<file path="config.mk">
export PLATFORM = sky130hd
export DESIGN_NAME = pixel_channel_depth_convert_top
export DESIGN_NICKNAME = d
export VERILOG_FILES = /design/src/rtl/pcdc_pkg.sv /design/src/rtl/pixel_channel_depth_convert_top.sv /design/src/rtl/pcdc_lane.sv /design/src/rtl/pcdc_merge.sv
export VERILOG_INCLUDE_DIRS = /design/src /design/src/rtl
export SDC_FILE = /design/constraint.sdc
export NUM_CORES = 1
export LEC_CHECK = 0
export BUFFER_PORTS_ARGS = -buffer_cell sky130_fd_sc_hd__buf_2
export CORE_UTILIZATION = 45
export DETAILED_ROUTE_END_ITERATION = 16
export HOLD_SLACK_MARGIN = 0.08
export PLACE_DENSITY = 0.77
export REMOVE_ABC_BUFFERS = 1
export SYNTH_ARGS = -nofsm -noshare
export SYNTH_HDL_FRONTEND = slang
export SYNTH_SLANG_ARGS = --single-unit
</file>
<file path="constraint.sdc">
create_clock -name clk -period 6.6 [get_ports clk]
set_clock_uncertainty 0.05 [all_clocks]
set_input_delay 0.66 -clock clk [delete_from_list [all_inputs] [get_ports clk]]
set_output_delay 0.66 -clock clk [all_outputs]
set_load 0.01 [all_outputs]
</file>
<file path="src/rtl/pixel_channel_depth_convert_top_macros.svh">
// Assertion macros for the RTL that checks itself.
`ifndef PIXEL_CHANNEL_DEPTH_CONVERT_TOP_MACROS_SVH
`define PIXEL_CHANNEL_DEPTH_CONVERT_TOP_MACROS_SVH

// The consequent must hold in the same cycle as the antecedent.
`define PCDC_ASSERT_SAME(lbl, ante, cons) \
	lbl: assert property (@(posedge clk) disable iff (!arst_n) (ante) |-> (cons)) \
		else $error("pcdc assertion failed");

// The consequent must hold in the cycle after the antecedent.
`define PCDC_ASSERT_NEXT(lbl, ante, cons) \
	lbl: assert property (@(posedge clk) disable iff (!arst_n) (ante) |=> (cons)) \
		else $error("pcdc assertion failed");

`endif

</file>
<file path="src/rtl/pcdc_pkg.sv">
`default_nettype none
package pcdc_pkg;

	localparam int CHAN_W        = 8;
	localparam int DEPTH_W       = 4;
	localparam int NUM_CHAN      = 4;
	localparam int NUM_REGS      = 2 * NUM_CHAN;
	localparam int REG_IDX_W     = $clog2(NUM_REGS);
	localparam int ADDR_W        = REG_IDX_W + 2;
	localparam int APB_DATA_W    = 32;
	localparam int MAX_DEPTH_DEF = 8;
	localparam int RESET_DEPTH   = 8;

	// Register map: source depths first, then destination depths, in channel order.
	localparam int SRC_BASE = 0;
	localparam int DST_BASE = NUM_CHAN;

	// Channel order inside a pixel.
	localparam int CH_ALPHA = 0;
	localparam int CH_RED   = 1;
	localparam int CH_GREEN = 2;
	localparam int CH_BLUE  = 3;

	typedef logic [CHAN_W-1:0]  chan_t;
	typedef logic [DEPTH_W-1:0] depth_t;

	typedef struct packed {
		depth_t src;
		depth_t dst;
	} pcdc_depth_t;

	typedef struct packed {
		chan_t in_alpha;
		chan_t in_red;
		chan_t in_green;
		chan_t in_blue;
	} pcdc_in_t;

	typedef struct packed {
		chan_t out_alpha;
		chan_t out_red;
		chan_t out_green;
		chan_t out_blue;
	} pcdc_out_t;

endpackage
`default_nettype wire

</file>
<file path="src/rtl/pixel_channel_depth_convert_top.sv">
// Pixel channel depth converter.
// A request is one pixel of four channels (alpha, red, green, blue) on in_pixel,
// taken at a rising edge where start is high and busy is low. busy never rises,
// so a new request may be presented in every cycle: one pixel per clock.
// Each channel runs through its own conversion lane, set by its source and
// destination depth registers; equal depths pass, a zero source depth gives all
// ones, widening replicates the source bits and narrowing rounds and saturates.
// The lane outputs are gathered into one result register, so result and
// result_valid appear in the cycle after the request; each strobe lasts one cycle.
// The receiver cannot stall; a result not taken in its cycle is gone.
// The result register after the lanes is the only register on the data path.
// The eight depth registers live on the APB port, one per word, source depths
// at 0x00-0x0C and destination depths at 0x10-0x1C, 4 bits each, reset to 8.
// Write them only while no request is in flight.
// Reset (arst_n low) clears the result strobe and sets every depth back to 8.
`default_nettype none
`include "pixel_channel_depth_convert_top_macros.svh"
module pixel_channel_depth_convert_top #(
	parameter int MAX_DEPTH = pcdc_pkg::MAX_DEPTH_DEF
) (
	input  logic                                  clk,
	input  logic                                  arst_n,
	input  logic                                  psel,
	input  logic                                  penable,
	input  logic                                  pwrite,
	input  logic [pcdc_pkg::ADDR_W-1:0]           paddr,
	input  logic [pcdc_pkg::APB_DATA_W-1:0]       pwdata,
	output logic [pcdc_pkg::APB_DATA_W-1:0]       prdata,
	output logic                                  pready,
	input  logic                                  start,
	output logic                                  busy,
	input  pcdc_pkg::pcdc_in_t                    in_pixel,
	output logic                                  result_valid,
	output pcdc_pkg::pcdc_out_t                   result
);
	import pcdc_pkg::*;

	depth_t                   depth_q [NUM_REGS];
	logic [REG_IDX_W-1:0]     reg_idx;
	logic                     cfg_wr;
	logic                     take;
	chan_t [NUM_CHAN-1:0]     lane_in;
	chan_t [NUM_CHAN-1:0]     lane_res;

	// The APB port has no wait states. The low two address bits select a byte
	// within the word and are not decoded.
	assign pready  = 1'b1;
	assign reg_idx = paddr[ADDR_W-1:2];
	assign cfg_wr  = psel && penable && pwrite && pready;
	assign prdata  = APB_DATA_W'(depth_q[reg_idx]);

	always_ff @(posedge clk or negedge arst_n) begin
		if (!arst_n) begin
			for (int i = 0; i < NUM_REGS; i++)
				depth_q[i] <= DEPTH_W'(RESET_DEPTH);
		end else if (cfg_wr) begin
			depth_q[reg_idx] <= pwdata[DEPTH_W-1:0];
		end
	end

	// Every lane is combinational, so the converter is always free.
	assign busy = 1'b0;
	assign take = start && !busy;

	assign lane_in[CH_ALPHA] = in_pixel.in_alpha;
	assign lane_in[CH_RED]   = in_pixel.in_red;
	assign lane_in[CH_GREEN] = in_pixel.in_green;
	assign lane_in[CH_BLUE]  = in_pixel.in_blue;

	// One conversion lane per channel, each fed by its own pair of depth registers.
	for (genvar c = 0; c < NUM_CHAN; c++) begin : g_lane
		pcdc_depth_t lane_depth;
		assign lane_depth.src = depth_q[SRC_BASE + c];
		assign lane_depth.dst = depth_q[DST_BASE + c];

		pcdc_lane #(
			.MAX_DEPTH (MAX_DEPTH)
		) u_lane (
			.val   (lane_in[c]),
			.depth (lane_depth),
			.conv  (lane_res[c])
		);
	end

	// The merge stage packs the four lane results into one registered pixel.
	pcdc_merge u_merge (
		.clk          (clk),
		.arst_n       (arst_n),
		.take         (take),
		.lane_res     (lane_res),
		.result_valid (result_valid),
		.result       (result)
	);

	// Every accepted request yields a result in the next cycle, and no other.
	`PCDC_ASSERT_NEXT(a_req_gives_result, take, result_valid)
	`PCDC_ASSERT_NEXT(a_no_spurious_result, !take, !result_valid)
	// Equal red depths pass the red value through unchanged.
	`PCDC_ASSERT_NEXT(a_red_passthrough, take && (depth_q[SRC_BASE + CH_RED] == depth_q[DST_BASE + CH_RED]), result.out_red == $past(in_pixel.in_red))
	// A zero alpha source depth into a full-depth destination gives opaque alpha.
	`PCDC_ASSERT_NEXT(a_alpha_zero_src, take && (depth_q[SRC_BASE + CH_ALPHA] == '0) && (depth_q[DST_BASE + CH_ALPHA] == DEPTH_W'(MAX_DEPTH)), result.out_alpha == ((CHAN_W+1)'(1) << MAX_DEPTH) - (CHAN_W+1)'(1))

endmodule
`default_nettype wire

</file>
<file path="src/rtl/pcdc_lane.sv">
`default_nettype none
module pcdc_lane #(
	parameter int MAX_DEPTH = pcdc_pkg::MAX_DEPTH_DEF
) (
	input  pcdc_pkg::chan_t      val,
	input  pcdc_pkg::pcdc_depth_t depth,
	output pcdc_pkg::chan_t      conv
);
	import pcdc_pkg::*;

	depth_t             from_d;
	depth_t             to_d;
	depth_t             drop;
	chan_t              pat_top;
	chan_t              rep;
	chan_t              widened;
	logic [CHAN_W:0]    ones;
	logic [CHAN_W:0]    sum;
	logic [CHAN_W:0]    narrowed;
	logic [6:0]         rep_sh;

	always_comb begin
		// Depths above the supported maximum act as the maximum.
		from_d = (depth.src > DEPTH_W'(MAX_DEPTH)) ? DEPTH_W'(MAX_DEPTH) : depth.src;
		to_d   = (depth.dst > DEPTH_W'(MAX_DEPTH)) ? DEPTH_W'(MAX_DEPTH) : depth.dst;
		ones   = ((CHAN_W+1)'(1) << to_d) - (CHAN_W+1)'(1);

		// Widening: left-align the source bits, then OR in copies shifted down by
		// whole multiples of the source depth to get the MSB-first repetition.
		pat_top = val << (DEPTH_W'(CHAN_W) - from_d);
		rep     = pat_top;
		for (int k = 1; k < CHAN_W; k++) begin
			rep_sh = 7'(from_d) * 7'(k);
			if (rep_sh < 7'(CHAN_W))
				rep = rep | (pat_top >> rep_sh);
		end
		widened = rep >> (DEPTH_W'(CHAN_W) - to_d);

		// Narrowing: round half up, drop the low bits, saturate.
		drop     = from_d - to_d;
		sum      = {1'b0, val} + ((CHAN_W+1)'(1) << (drop - DEPTH_W'(1)));
		narrowed = sum >> drop;

		if (from_d == to_d)
			conv = val;
		else if (from_d == '0)
			conv = ones[CHAN_W-1:0];
		else if (to_d > from_d)
			conv = widened;
		else if (to_d == '0)
			conv = '1;
		else if (narrowed > ones)
			conv = ones[CHAN_W-1:0];
		else
			conv = narrowed[CHAN_W-1:0];
	end

endmodule
`default_nettype wire

</file>
<file path="src/rtl/pcdc_merge.sv">
`default_nettype none
module pcdc_merge (
	input  logic                                       clk,
	input  logic                                       arst_n,
	input  logic                                       take,
	input  pcdc_pkg::chan_t [pcdc_pkg::NUM_CHAN-1:0]   lane_res,
	output logic                                       result_valid,
	output pcdc_pkg::pcdc_out_t                        result
);
	import pcdc_pkg::*;

	logic      valid_s1;
	pcdc_out_t pix_s1;

	always_ff @(posedge clk or negedge arst_n) begin
		if (!arst_n) begin
			valid_s1 <= 1'b0;
		end else begin
			valid_s1 <= take;
		end
	end

	always_ff @(posedge clk) begin
		if (take) begin
			pix_s1.out_alpha <= lane_res[CH_ALPHA];
			pix_s1.out_red   <= lane_res[CH_RED];
			pix_s1.out_green <= lane_res[CH_GREEN];
			pix_s1.out_blue  <= lane_res[CH_BLUE];
		end
	end

	assign result_valid = valid_s1;
	assign result       = pix_s1;

endmodule
`default_nettype wire

</file>
# ---- Word level (Yosys, flattened, before mapping)
# Cells that the tools add are included.
dict set report totals {
  reg_bits 65
  elab_cells 253
  output_inout_bits 67
}
dict set report classes {
  multipliers 16
  add_sub_neg 24
  shift 48
  n_eq_ne 4
  n_mux 62
  magnitude_cmp 46
  bitwise_logic 29
  n_reduce_logical 11
}
# cell count
set ops {}
lappend ops {{8-bit 2-to-1 mux} 48}
lappend ops {{8-bit bitwise OR} 28}
lappend ops {{8-bit by 7-bit >> shifter with 8-bit output} 12}
lappend ops {{7-bit by 4-bit less-than comparator with 1-bit output, second input constant} 12}
lappend ops {{1-bit by 4-bit << shifter with 9-bit output, first input constant} 8}
lappend ops {{8-bit by 4-bit >> shifter with 8-bit output} 8}
lappend ops {{8-bit by 6-bit >> shifter with 8-bit output} 8}
lappend ops {{4-bit by 3-bit multiplier with 7-bit output, second input constant} 8}
lappend ops {{6-bit by 4-bit less-than comparator with 1-bit output, second input constant} 8}
lappend ops {{4-bit by 2-bit multiplier with 6-bit output, second input constant} 8}
lappend ops {{4-bit 2-to-1 mux} 11}
lappend ops {{8-bit by 9-bit adder with 9-bit output} 4}
lappend ops {{9-bit greater-than comparator} 4}
lappend ops {{9-bit by 4-bit >> shifter with 9-bit output} 4}
lappend ops {{9-bit by 2-bit subtractor with 9-bit output, second input constant} 4}
lappend ops {{32-bit bitwise mux} 1}
lappend ops {{4-bit greater-than comparator, second input constant} 8}
lappend ops {{4-bit logical NOT} 8}
lappend ops {{8-bit by 4-bit << shifter with 8-bit output} 4}
lappend ops {{8-bit by 5-bit >> shifter with 8-bit output} 4}
lappend ops {{4-bit subtractor, first input constant} 8}
lappend ops {{5-bit by 4-bit less-than comparator with 1-bit output, second input constant} 4}
lappend ops {{4-bit equality test} 4}
lappend ops {{4-bit greater-than comparator} 4}
lappend ops {{other kinds (9)} 20}

# ---- Longest topological paths before layout
dict set report depth {
  word_depth 23
  ltp_mapped 34
  ltp_nobuf 31
}

# ---- By module
# A second synthesis with hierarchy kept.
dict set report hier_totals {
  hier_cells 2198
  hier_area_um2 16801.1
}
# mod seq_area_each_um2 cells_per_inst area_each_um2 n_inst
set modules_own_cells {}
lappend modules_own_cells {{pcdc_lane at g_lane[0].u_lane ...} 0.0 479 3378.2 2}
lappend modules_own_cells {{pcdc_lane at g_lane[3].u_lane} 0.0 539 3694.8 1}
lappend modules_own_cells {{pcdc_lane at g_lane[1].u_lane} 0.0 530 3585.9 1}
lappend modules_own_cells {pixel_channel_depth_convert_top 810.8 138 1778.0 1}
lappend modules_own_cells {pcdc_merge 985.9 33 985.9 1}

# ---- Worst setup path after synthesis
# OpenSTA, ideal clock, no wires.
dict set report synth_timing {
  path_kind {register -> register}
  startpoint {register depth_q[3] in the netlist's numbering}
  endpoint {register u_merge.pix_s1 (netlist bit u_merge.result[6]), data pin}
  arrival_ps 6534
  path_buffers 3
  stages_incl_launch_ff 30
  slack_ps -253
  setup_time_ps 269
  path_cell_list {dfstp_2 -> clkbuf_1 -> inv_2 -> nand2_1 -> clkinv_1 -> ha_1 -> fa_1 -> clkbuf_1 -> inv_1 -> nand2_1 -> nor2_1 -> fa_1 -> a211oi_1 -> nor2_1 -> o31ai_1 -> a21oi_1 -> mux4_2 -> a22o_1 -> ha_1 -> nor2b_1 -> o21ai_0 -> a21oi_1 -> o41ai_1 -> a21oi_1 -> clkbuf_1 -> a21o_1 -> o21ai_0 -> o41ai_1 -> o21ai_0 -> a21oi_1}
}
dict set report synth_via {
  elab_chain_cells 13
  elab_cells_between_ends 20
}
# element line
set synth_lines {}
lappend synth_lines {{start: declaration} pixel_channel_depth_convert_top.sv:38} ;# depth_t depth_q [NUM_REGS];
lappend synth_lines {{start signal: indexed assignment} pixel_channel_depth_convert_top.sv:55} ;# depth_q[i] <= DEPTH_W'(RESET_DEPTH);
lappend synth_lines {{start signal: indexed assignment} pixel_channel_depth_convert_top.sv:57} ;# depth_q[reg_idx] <= pwdata[DEPTH_W-1:0];
lappend synth_lines {{4-bit greater-than comparator} pcdc_lane.sv:25} ;# to_d = (depth.dst > DEPTH_W'(MAX_DEPTH)) ? DEPTH_W'(MAX_DEPTH) : depth.dst;
lappend synth_lines {{4-bit 2-to-1 mux (*)} pcdc_lane.sv:25}
lappend synth_lines {{4-bit subtractor} pcdc_lane.sv:40} ;# drop = from_d - to_d;
lappend synth_lines {{4-bit by 1-bit subtractor with 4-bit output} pcdc_lane.sv:41} ;# sum = {1'b0, val} + ((CHAN_W+1)'(1) << (drop - DEPTH_W'(1)));
lappend synth_lines {{1-bit by 4-bit << shifter with 9-bit output} pcdc_lane.sv:41}
lappend synth_lines {{8-bit by 9-bit adder with 9-bit output} pcdc_lane.sv:41}
lappend synth_lines {{9-bit by 4-bit >> shifter with 9-bit output} pcdc_lane.sv:42} ;# narrowed = sum >> drop;
lappend synth_lines {{9-bit greater-than comparator} pcdc_lane.sv:52} ;# else if (narrowed > ones)
lappend synth_lines {{8-bit 2-to-1 mux} pcdc_lane.sv:52}
lappend synth_lines {{8-bit 2-to-1 mux} pcdc_lane.sv:50} ;# else if (to_d == '0)
lappend synth_lines {{8-bit 2-to-1 mux} pcdc_lane.sv:48} ;# else if (to_d > from_d)
lappend synth_lines {{8-bit 2-to-1 mux} pcdc_lane.sv:46} ;# else if (from_d == '0)
lappend synth_lines {{8-bit 2-to-1 mux (*)} pcdc_lane.sv:44} ;# if (from_d == to_d)
lappend synth_lines {{named net g_lane[3].u_lane.conv[6]} pcdc_lane.sv:7} ;# output pcdc_pkg::chan_t conv
lappend synth_lines {{end: declaration} pcdc_merge.sv:13} ;# pcdc_out_t pix_s1;
# Mark *: on every way through the listed nets, which the timed path passes. The rest lies on a longest branch.
# A chain may end at the register's enable or synchronous reset.

# ---- Worst setup path after layout
dict set report layout_timing {
  startpoint {register depth_q[27] in the netlist's numbering}
  endpoint {register u_merge.pix_s1 (netlist bit u_merge.result[20]), data pin}
}
dict set report layout_via {
  elab_chain_cells 23
  elab_cells_between_ends 51
}
# element line
set layout_lines {}
lappend layout_lines {{4-bit greater-than comparator} pcdc_lane.sv:24} ;# from_d = (depth.src > DEPTH_W'(MAX_DEPTH)) ? DEPTH_W'(MAX_DEPTH) : depth.src;
lappend layout_lines {{4-bit 2-to-1 mux (*)} pcdc_lane.sv:24}
lappend layout_lines {{4-bit subtractor} pcdc_lane.sv:30} ;# pat_top = val << (DEPTH_W'(CHAN_W) - from_d);
lappend layout_lines {{8-bit by 4-bit << shifter with 8-bit output} pcdc_lane.sv:30}
lappend layout_lines {{8-bit by 4-bit >> shifter with 8-bit output} pcdc_lane.sv:35} ;# rep = rep | (pat_top >> rep_sh);
lappend layout_lines {{8-bit bitwise OR} pcdc_lane.sv:35}
lappend layout_lines {{8-bit 2-to-1 mux} pcdc_lane.sv:34} ;# if (rep_sh < 7'(CHAN_W))
lappend layout_lines {{8-bit bitwise OR} pcdc_lane.sv:35}
lappend layout_lines {{(+8 left out)} -}
lappend layout_lines {{8-bit 2-to-1 mux} pcdc_lane.sv:34}
lappend layout_lines {{8-bit bitwise OR} pcdc_lane.sv:35}
lappend layout_lines {{8-bit 2-to-1 mux} pcdc_lane.sv:34}
lappend layout_lines {{8-bit by 4-bit >> shifter with 8-bit output} pcdc_lane.sv:37} ;# widened = rep >> (DEPTH_W'(CHAN_W) - to_d);
lappend layout_lines {{8-bit 2-to-1 mux} pcdc_lane.sv:48}
lappend layout_lines {{8-bit 2-to-1 mux} pcdc_lane.sv:46}
lappend layout_lines {{8-bit 2-to-1 mux (*)} pcdc_lane.sv:44}
lappend layout_lines {{named net g_lane[1].u_lane.conv[4]} pcdc_lane.sv:7}
# Marks and branches as above.

==> results.md <==
* Outcome: finished, final reports clean
* CTS HTree Levels at 3
* Critical-path cell with the highest stage delay: sky130_fd_sc_hd__dfstp_2
* I/O pin count at 142
* Number of standard-cell rows in the floorplan at 68
* Arrival time reported for the critical path endpoint at 6.28 ns
* Global Route Usage Sum at between 20% and 30%
* Total count of max-transition violations in the final report at 0
* Clock buffer depth at 2
* Per-cell routed wire length at 19.7 um
* Fraction of final layout cells with drive strength greater than 1 at 15.8%
* Half-perimeter wire length of the detailed placement result at 41500 um
* Clock buffers created by TritonCTS at 9
* DRC violation total after the first TritonRoute iteration at 2119
* Die X-Extent at 189 um
* Port bufs at 81
* YS warnings at 0
* Worst-margin pin slew at 1.05 ns
* Post-layout total power at approximately 0.0078 W
* Crit path kind: reg -> reg
* Post-Place Setup Slack at 0.116 ns
* Number of global-route vias before repair at 16500
* Antenna violations before repair at 2
* Routability cong. at 1.02
* Clock transition at the registers of the reported paths at 0.07 ns
* Cell area after synthesis at 15800 um^2
* Vertical extent of the die at 189 um
* Highest ir drop seen on vdd at around 180 uV
* CP peak stage delay at between 0.5 and 0.6 ns
* Gate count after technology mapping at approximately 2200
* Post-synth cell types at 107
* Portion of the post-synthesis area used by sequential elements at between 10 and 15%
* Clock latency of the later-clocked register in the worst-skew pair at 0.36 ns
* Starting Density at 45.7%
* Worst hold slack at between 0.3 and 0.4 ns
* Root buf cell: sky130_fd_sc_hd__clkbuf_16
* Worst min path class: in -> async
* Final routed DRC violation total at 0
* Leading register cell type out of synthesis: sky130_fd_sc_hd__edfxtp_1
* Worst path required time at 6.62 ns
* Number of enable flip-flop cells after synthesis at 32
* Synth async-reset ratio at between 50 and 60%
* Static Leakage at 7.52 nW
* TritonCTS sink count at 65
* Layout Utilization at 50.4%
* Number of setup violations in the final report at 0
* Overall routed net length at 53300 um
* Syn-to-layout area delta at 10.2%
* Global-route wire length before repair at 85900 um
* Final net count at 2489
* Worst Path Max Fanout at 8
* Number of vias per cell at between 6 and 7
* TritonCTS clock tree: yes
* Type of element capturing the critical path: register
* Minimum clock period after layout at 6.26 ns
* FF+latch count, synth at 65
* Maximum achievable frequency at 160 MHz
* Maximum number of pins on one net before global-route repair at 34
* Pwr dens at 449 nW/um^2
* Mean instance size in the synthesized netlist at around 7.3 um^2
* Share of the cycle needed by the critical path after routing at 94.9%
* Critical path startpoint category: register
* Most used cell, CP: sky130_fd_sc_hd__ha_1
* Slew Limit Headroom at slightly below 30%
* Routed vias at 17700
* Std-Cell Core Area at 34500 um^2
* Worst Setup Slack, final at 0.338 ns
* Number of hold violations in the final report at 0
* Area enclosed by the die boundary at 35800 um^2
* Pre-antenna DRT Iters at 7
* Total global routing overflow at 0
* Max-cap check violation count at 0
* DRT antenna net count at 0
## cells by family (layout without fill, tap and decap cells)
logic type	after synthesis	after routing	share of synthesized area (%)
flops	65	65	11.4
xor+xnor	51	51	2.84
fa+ha+maj	176	176	15.1
buf+inv	242	303	6.83
compound gates	699	699	30.4
mux	108	108	8.36
simple gates	811	811	25.0
other cells	2	31	0.0477
## power by group
part           internal (W)  switching, W
Clock              0.000285      0.000229
Sequential         0.000637     0.0000585
Combinational       0.00252       0.00407
## flip-flops by register name (all words and copies together), names as in the netlist
signal and flops:
depth_q 32, u_merge.result 32, u_merge.result_valid 1
## final cells by class
cell class	count	area, um^2
Tap cell	455	569
Fill cell	3346	17100
Clock buffer	10	250
Timing Repair Buffer	176	1120
Sequential cell	65	1800
Inverter	111	419
Multi-Input combinational cell	1875	13200
Clock inverter	6	52.6
Antenna cell	1	2.50
## synthesized netlist by cell type, drive strengths merged, types with 9 or more instances
cell       n  area share [%]
a211o     16            0.89
a211oi    44             2.1
a21o      25             1.2
a21oi    147             4.7
a221oi    16            0.89
a22o       9            0.50
a22oi     13            0.62
a311oi     9            0.50
a31o       9            0.50
a31oi     46             1.8
and2      23            0.91
and3      11            0.44
buf       55             2.4
clkbuf    76             1.8
dfrtp     25             4.0
edfxtp    32             6.1
fa        24             3.0
ha       152              12
inv      109             2.6
mux2      35             2.5
mux2i     58             3.7
mux4      15             2.1
nand2    224             5.4
nand2b    37             1.5
nand3     63             2.1
nand4     32             1.3
nor2     214             5.1
nor2b     32             1.3
nor3      85             2.9
nor4      13            0.52
o2111ai   12            0.71
o211ai    27             1.3
o21a      15            0.71
o21ai    135             4.3
o21bai     9            0.43
o221ai    18             1.0
o22ai     36             1.5
o31ai     24             1.4
o41ai     11            0.66
or2       16            0.64
or3       17            0.68
xnor2     27             1.5
xor2      24             1.3
## path summary, 6_finish.rpt
kind,startpoint,endpoint,slack [ns],depth (start not counted)
max,depth_q[27],u_merge.result[20],0.34,31
max reg2reg,depth_q[27],u_merge.result[20],0.34,31
min in group clk,depth_q[3],depth_q[3],0.51,2
min,arst_n,depth_q[8],0.32,1
min reg2reg,depth_q[3],depth_q[3],0.51,2
max in group asynchronous,arst_n,depth_q[21],5.70,1
## layer usage
layer	vias up	wire length [um]	track usage, %
li1	8276	-	-
met1	8325	22800	39.7
met2	977	24200	46.9
met3	159	4520	3.95
met4	2	1710	9.77
met5	-	13	0
## critical path, delay by kind of cell (launching register included)
family	cells	cell delay, ns
and+or+nand+nor	8	0.99
xor gates and xnor gates	2	0.40
buffers and inverters	3	0.30
DFF	1	0.59
muxes	1	0.24
adders and majority gates	4	1.25
AOI/OAI and AO/OA	13	2.14
## layout by cell type (no fill, tap or decap), types with 46 or more instances in the layout
master	count
sky130_fd_sc_hd__a21oi_1	141
sky130_fd_sc_hd__a31oi_1	46
sky130_fd_sc_hd__buf_2	81
sky130_fd_sc_hd__buf_4	95
sky130_fd_sc_hd__ha_1	150
sky130_fd_sc_hd__inv_1	101
sky130_fd_sc_hd__mux2i_1	56
sky130_fd_sc_hd__nand2_1	217
sky130_fd_sc_hd__nand3_1	61
sky130_fd_sc_hd__nor2_1	209
sky130_fd_sc_hd__nor3_1	80
sky130_fd_sc_hd__o21ai_0	119
## metrics by stage
step | TNS, ns | instances | area, um^2
after global placement | 0 | 2674 | 16800
after CTS | 0 | 2690 | 17100
after floorplan | -0.569 | 2051 | 15200
after detailed placement | 0 | 2674 | 16800
after global routing | -0.0443 | 2698 | 17400
final | 0 | 2699 | 17400
## what timing repair did
item / CTS / global route
endpoints found under the setup margin: 0 / 29
hold buffers: 0 / 0
resized for setup: 0 / 50
setup buffers: 0 / 8
Power figures use the tool's default switching activity.
